<file path="config.mk">
export PLATFORM = sky130hd
export DESIGN_NAME = skrl_cell
export DESIGN_NICKNAME = d
export VERILOG_FILES = /design/src/hdl/sorted_key_run_lookup_macros.svh /design/src/hdl/skrl_pkg.sv /design/src/hdl/skrl_cell.sv
export SDC_FILE = /design/constraint.sdc
export NUM_CORES = 1
export LEC_CHECK = 0
export CAP_MARGIN = 20
export CORE_MARGIN = 2
export CORE_UTILIZATION = 30
export DETAILED_ROUTE_END_ITERATION = 7
export DONT_BUFFER_PORTS = 1
export GPL_TIMING_DRIVEN = 0
export SKIP_LAST_GASP = 1
export SYNTH_ARGS = -nofsm -noshare
export SYNTH_HDL_FRONTEND = slang
export SYNTH_SLANG_ARGS = --single-unit
</file>
<file path="constraint.sdc">
create_clock -name i_clk -period 8.8 [get_ports i_clk]
set_input_delay 1.76 -clock i_clk [delete_from_list [all_inputs] [get_ports i_clk]]
set_output_delay 1.76 -clock i_clk [all_outputs]
set_load 0.005 [all_outputs]
</file>
<file path="src/hdl/sorted_key_run_lookup_macros.svh">
// Assertion macros used by the sorted key run lookup top level.
`ifndef SORTED_KEY_RUN_LOOKUP_MACROS_SVH
`define SORTED_KEY_RUN_LOOKUP_MACROS_SVH

// Same-cycle implication, checked outside reset
`define SKRL_ASSERT_IMP(label, ante, cons, msg) \
    label: assert property (@(posedge i_clk) disable iff (!i_rst_n) \
        (ante) |-> (cons)) else $error(msg);

// Next-cycle implication, checked outside reset
`define SKRL_ASSERT_NXT(label, ante, cons, msg) \
    label: assert property (@(posedge i_clk) disable iff (!i_rst_n) \
        (ante) |=> (cons)) else $error(msg);

`endif

</file>
<file path="src/hdl/skrl_pkg.sv">
// Types and constants shared by the sorted key run lookup cells and top level.
package skrl_pkg;

    localparam int KEY_W  = 31;
    localparam int VAL_W  = 31;
    localparam int KIND_W = 2;
    localparam int STAT_W = 2;
    localparam int RUN_W  = 7;

    // Operation codes carried in the input tuser
    localparam logic [KIND_W-1:0] K_CLEAR  = 2'd0;
    localparam logic [KIND_W-1:0] K_INSERT = 2'd1;
    localparam logic [KIND_W-1:0] K_QUERY  = 2'd2;

    // Result status codes carried in the output tuser
    localparam logic [STAT_W-1:0] ST_OK        = 2'd0;
    localparam logic [STAT_W-1:0] ST_NOT_FOUND = 2'd1;
    localparam logic [STAT_W-1:0] ST_FULL      = 2'd2;

    typedef enum logic [2:0] {
        OP_HOLD,
        OP_CLEAR,
        OP_INSERT,
        OP_PROBE,
        OP_SHIFT
    } t_cell_op;

    // Broadcast command to every cell
    typedef struct packed {
        t_cell_op          op;
        logic [KEY_W-1:0]  key;
        logic [VAL_W-1:0]  value;
    } t_cell_ctl;

    // Contents and insert decision handed to the right-hand neighbour
    typedef struct packed {
        logic              take;
        logic              valid;
        logic [KEY_W-1:0]  key;
        logic [VAL_W-1:0]  value;
    } t_cell_link;

    // Probe copy handed to the left-hand neighbour during a query scan
    typedef struct packed {
        logic              hit;
        logic [VAL_W-1:0]  value;
    } t_probe;

    typedef enum logic {
        S_IDLE,
        S_SCAN
    } t_state;

endpackage

</file>
<file path="src/hdl/skrl_cell.sv">
// One cell of the sorted table: holds an entry, shifts on insert, probes on query.
module skrl_cell
    import skrl_pkg::*;
(
    input  logic       i_clk,
    input  logic       i_rst_n,
    input  t_cell_ctl  i_ctl,
    input  t_cell_link i_left,
    input  t_probe     i_probe_right,
    output t_cell_link o_link,
    output t_probe     o_probe,
    output logic       o_lt,
    output logic       o_le
);

    logic             r_valid, n_valid;
    logic [KEY_W-1:0] r_key, n_key;
    logic [VAL_W-1:0] r_value, n_value;
    logic             r_lt, n_lt;
    logic             r_le, n_le;
    logic             r_probe_hit;
    logic [VAL_W-1:0] r_probe_value;
    t_probe           n_probe;
    logic             w_take;

    // This cell lies at or after the insert point when empty or holding a larger key
    assign w_take = !r_valid || (r_key > i_ctl.key);

    always_comb begin
        n_valid       = r_valid;
        n_key         = r_key;
        n_value       = r_value;
        n_lt          = r_lt;
        n_le          = r_le;
        n_probe.hit   = r_probe_hit;
        n_probe.value = r_probe_value;
        case (i_ctl.op)
            OP_CLEAR: begin
                n_valid = 1'b0;
            end
            OP_INSERT: begin
                if (w_take) begin
                    if (i_left.take) begin
                        // shift the neighbour's entry one place right
                        n_valid = i_left.valid;
                        n_key   = i_left.key;
                        n_value = i_left.value;
                    end else begin
                        // first cell past the insert point takes the new pair
                        n_valid = 1'b1;
                        n_key   = i_ctl.key;
                        n_value = i_ctl.value;
                    end
                end
            end
            OP_PROBE: begin
                n_lt          = r_valid && (r_key < i_ctl.key);
                n_le          = r_valid && (r_key <= i_ctl.key);
                n_probe.hit   = r_valid && (r_key == i_ctl.key);
                n_probe.value = r_value;
            end
            OP_SHIFT: begin
                n_probe = i_probe_right;
            end
            default: begin
            end
        endcase
    end

    // Control state
    always_ff @(posedge i_clk) begin
        if (!i_rst_n) begin
            r_valid     <= 1'b0;
            r_lt        <= 1'b0;
            r_le        <= 1'b0;
            r_probe_hit <= 1'b0;
        end else begin
            r_valid     <= n_valid;
            r_lt        <= n_lt;
            r_le        <= n_le;
            r_probe_hit <= n_probe.hit;
        end
    end

    // Payload
    always_ff @(posedge i_clk) begin
        r_key         <= n_key;
        r_value       <= n_value;
        r_probe_value <= n_probe.value;
    end

    assign o_link.take   = w_take;
    assign o_link.valid  = r_valid;
    assign o_link.key    = r_key;
    assign o_link.value  = r_value;
    assign o_probe.hit   = r_probe_hit;
    assign o_probe.value = r_probe_value;
    assign o_lt          = r_lt;
    assign o_le          = r_le;

endmodule

</file>
Word level (Yosys, flattened, before mapping)
Index checks and enable logic that the tools add are counted.
Word-level totals
  flip-flop bits (word level): 97
  input bits: 163
  output and inout port bits: 98
  logic and storage cells: 31
Operators by class
  $lt $le $gt $ge: 3
  equality and inequality tests: 6
  muxes and demuxes: 6
  reduce and logical (&&, ||, !) cells: 9
Operator list (number)
  32-bit case mux with 2 select lines: 1
  31-bit 2-to-1 mux: 2
  31-bit == test: 1
  31-bit greater-than comparator: 1
  31-bit less-or-equal comparator: 1
  31-bit < comparator: 1
  3-bit by 2-bit == test with 1-bit output, second input constant: 2
  2-bit AND reduction: 2
  2-bit nonzero test: 2
  3-bit by 1-bit == test with 1-bit output, second input constant: 1
  3-bit == test, second input constant: 1
  1-bit logical AND: 3
  1-bit 2-to-1 mux: 2
  2-bit inequality test, second input constant: 1
  1-bit case mux with 2 select lines: 1
  1-bit logical NOT: 1
  1-bit logical OR: 1

Longest topological paths before layout
  word-level depth: 4
  depth in mapped cells: 9
  gate-level depth less buffers: 8

Worst setup path after synthesis
Ideal clock, no wire load.
  path kind: input-to-output
  start: input i_ctl[57] (netlist name)
  end: output o_link[63] (netlist name)
  arrival: 3.132 ns
  required time: 7.040 ns
  setup slack: 3.908 ns
  stages on the path: 9
  path buffers: 1
  path through: inv_1 ha_1 nand4_1 nor4_4 a222oi_1 nand4b_2 nor2_2 nor2_1 buf_4
Between the ends
  longest elaborated chain between the ends: 2
RTL lines
  start, declared: line skrl_cell.sv:7  | input t_cell_ctl i_ctl,
  31-bit greater-than comparator: line skrl_cell.sv:27  | assign w_take = !r_valid || (r_key > i_ctl.key);
  1-bit logical OR: line skrl_cell.sv:27
  end, declared: line skrl_cell.sv:10  | output t_cell_link o_link,
No other way between the ends.

Final worst setup path
  start: input i_ctl[47] (netlist name)
  end: output o_link[63] (netlist name)
The elaborated chain is that of the path after synthesis.

==> summary.md <==
| Metric | Value |
|---|---|
| Post-Synth Simple-Gate Area | 7.64% |
| Total I/O pin count | about 260 |
| Root Driver | clkbuf_16 |
| WL/cell | 20.2 um |
| Max transition margin | roughly 44% |
| Layout Area Growth over Synthesis | 12.6% |
| Finished Layout Cells | 608 |
| Routability cong. | 0.814 |
| Detail Route met3 WL | 1200 um |
| Most frequent cells in the layout | 93 x edfxtp_1, 63 x mux2_2, 44 x nand2_1 |
| Critical path buffers and inverters | 2 |
| Setup Buffers After CTS | 0 |
| Final Setup Violations | 0 |
| Worst slew pin tran | 0.836 ns |
| Pin count of the biggest net entering global routing | 38 |
| Post-synth EDFFs | 93 |
| Max H-tree Level | 3 |
| Clock-pin transition on the worst setup and hold timing paths | 0.07 ns |
| Slowest CP cell | a222oi_1 |
| Post-synthesis cell area | 4880 um2 |
| Hold buffer count at cts | 0 |
| Final slew viol count | 0 |
| Layout Skew | 0.00999 ns |
| RR Startpoint | r_key[26] |
| Placed cells | 592 |
| Die height | 132 um |
| CTS tree | done |
| Worst reg2reg path endpoint | r_key[27] |
| Path type of the worst setup path | input pin to output port |
| Hold depth | 2 |
| Core area | 15,900 um2 |
| RSZ-0062 raised after global routing | false |
| Yosys Warn Count | 0 |
| Number of I/O port buffers | 0 |
| Antenna diodes | 0 |
| Cell family with most CP delay | compound AO/OA/AOI/OAI gates |
| Crit. End Element | output port |
| Pwr Density | 185 nW/um2 |
| Cell taking the most area after synthesis | edfxtp_1 |
| Synth Area in Compound Gates | 6.66% |
| WL met2 | 6210 um |
| Top Layer Used | met4 |
| Routed Antenna Nets | 0 |
| Cell Rows | 46 |
| Peak VDD IR | 0.0822 mV |
| Syn_area_per_cell | between 10 and 15 um2 |
| Final WL | 12,300 um |
| Die width | 132 um |
| Detail Placement HPWL | 9950 um |
| Synth async-reset ratio | 0% |
| XOR/XNOR share of the synthesized area | 0% |
| Unique masters post-synth | 34 |
| Drt via density | 4.88 |
| Die area | 17,300 um2 |
| Max cap viols | 0 |
| CTS sink count | 97 |
| GRT overflow | 0 |
| Hold crit path type | register to register |
| Hold violation total from the final report | 0 |
| Clock Latency Late Sink | 0.35 ns |
| Place WS | between 3 and 4 ns |
| Crit path arrival time | 3.42 ns |
| Cell depth of the worst flop-to-flop path | 8 |
| Fin nets | 581 |
| Clk buf depth | 2 |
| Total GRT Usage | 14.2% |
| Sequential share of the synthesized area | 58.8% |
| DRC | 0 |
| Post-route clock period utilization | around three fifths |
| Critical Path RT | 7.04 ns |
| Fill cells | 1,555 |
| Status | finished, final reports clean |
| Achievable clock frequency | 193 MHz |
| Ys flop type | edfxtp_1 |
| Worst setup margin | 3.62 ns |
| Top-area cell type share of the netlist area | 57.2% |
| Post-synthesis mux area share | 14.7% |
| R2r setup slk | 5.77 ns |
| DR iter-0 viols | 150 |
| First-pass GRT wire length | 18,600 um |
| CP max stage delay | 0.43 ns |
| Post-Synth Adder-Cell Area | 7.94% |
| Leading cell type in the layout, fill and taps excluded | edfxtp_1 |
| CTS Buf Count | 9 |
| Syn_nets | ~570 |
| Initial antenna violation count | 0 |
| Register bit total from synthesis | between 90 and 100 |
| Top cells by area, synth | edfxtp_1 57%, mux2_2 15%, ha_1 7.9% |
| Worst path cell trace | inv_1 > ha_1 > a21oi_1 > o21ai_0 > a222oi_1 > nand4b_2 > nor2_2 > nor2_1 > buf_4 |
| Min-delay src | r_valid |
| Vias in the first global route | between 3,000 and 4,000 |
| Setup_tns | 0 ns |
| Largest family of logic cells by synthesized area | multiplexers |
| Via count | 2,964 |
| Initial Utilization | 30.7% |
| Drt pass-1 iters | 4 |
| Layout cells sized above 1 | 24.7% |
| Critical Path Source Type | input pin |
| Post-CTS resize count | 0 |
| Lkg Pwr | 0.00202 uW |
| Final Critical Period | 5.18 ns |
| Final Util | 34.6% |
| Hold Path End | r_valid |
| Metal-1 WL | around 4600 um |
| Synthesized instance count | 374 |
| Critical-path maximum fanout | 3 |
report_power, final:
group / switching [uW] / leakage, uW / internal, uW
registers: 12.7 / 0.000893 / 529
logic: 47.1 / 0.000985 / 38.1
clock network: 183 / 0.000144 / 206
total: 243 / 0.00202 / 774
worst register-to-register path: stages, from the launching register on:
cell	delay [ns]
edfxtp_1	0.43
ha_1	0.34
nand4_1	0.19
nor4_4	0.37
a222oi_1	0.18
nand4b_2	0.18
o21ai_1	0.14
inv_2	0.61
buf_12	0.28
cell families after synthesis:
group,after synthesis
DFF,97
and+or+nand+nor,73
muxes,64
AOI/OAI and AO/OA,59
buffers and inverters,50
adders and majority gates,31
layer usage:
metal	vias up	GRT usage (%)
met2	178	24.5
met3	18	6.60
met1	1370	15.2
met5	-	0
li1	1398	-
met4	0	5.62
layout make-up:
cell class	instances	area (um2)	area share [%]
buffer	16	77.6	1.41
clock inverter	6	56.3	1.02
sequential	97	2870	52.3
multi-input combinational	227	1810	32.8
tap	216	270	4.92
clock buffer	10	239	4.35
inverter	34	128	2.32
timing repair buffer	2	47.5	0.865
metrics by stage:
| step | power, uW | instance area [um2] | hold slack (ns) |
|---|---|---|---|
| 2_1_floorplan | 612 | 4880 | 0.488 |
| 3_3_place_gp | 635 | 5150 | 0.601 |
| 3_5_place_dp | 640 | 5200 | 0.605 |
| 4_1_cts | 1030 | 5500 | 0.619 |
| 5_1_grt | 1070 | 5500 | 0.633 |
| 6_report | 1020 | 5500 | 0.607 |
synthesized netlist by cell type (2+ instances only):
master and n:
nand3b_1 2, o21ai_0 37, clkbuf_1 8, a21oi_1 15
dfxtp_1 4, inv_1 34, nand4_1 4, buf_4 3
nor2_1 6, ha_1 31, nand3_1 3, nand2b_1 3
mux2_2 63, and4_1 2, buf_2 5, nand2_1 44
edfxtp_1 93
flip-flops by register name, indices dropped and copies added (netlist names):
signal,flops
r_key,31
r_probe_value,31
r_value,31
o_le,1
o_lt,1
r_probe_hit,1
r_valid,1
worst max path at each step:
stage | from | to | slack, ns | cells after the start
after floorplan | i_ctl[57] | o_link[63] | 3.91 | 9
after global placement | i_ctl[61] | r_value[19] | 3.25 | 8
after detailed placement | i_ctl[47] | o_link[63] | 3.57 | 9
after CTS | i_ctl[47] | o_link[63] | 3.56 | 9
after global routing | i_ctl[47] | o_link[63] | 3.43 | 9
final | i_ctl[47] | o_link[63] | 3.62 | 9
Note: power is estimated with default switching activity, not from simulation.
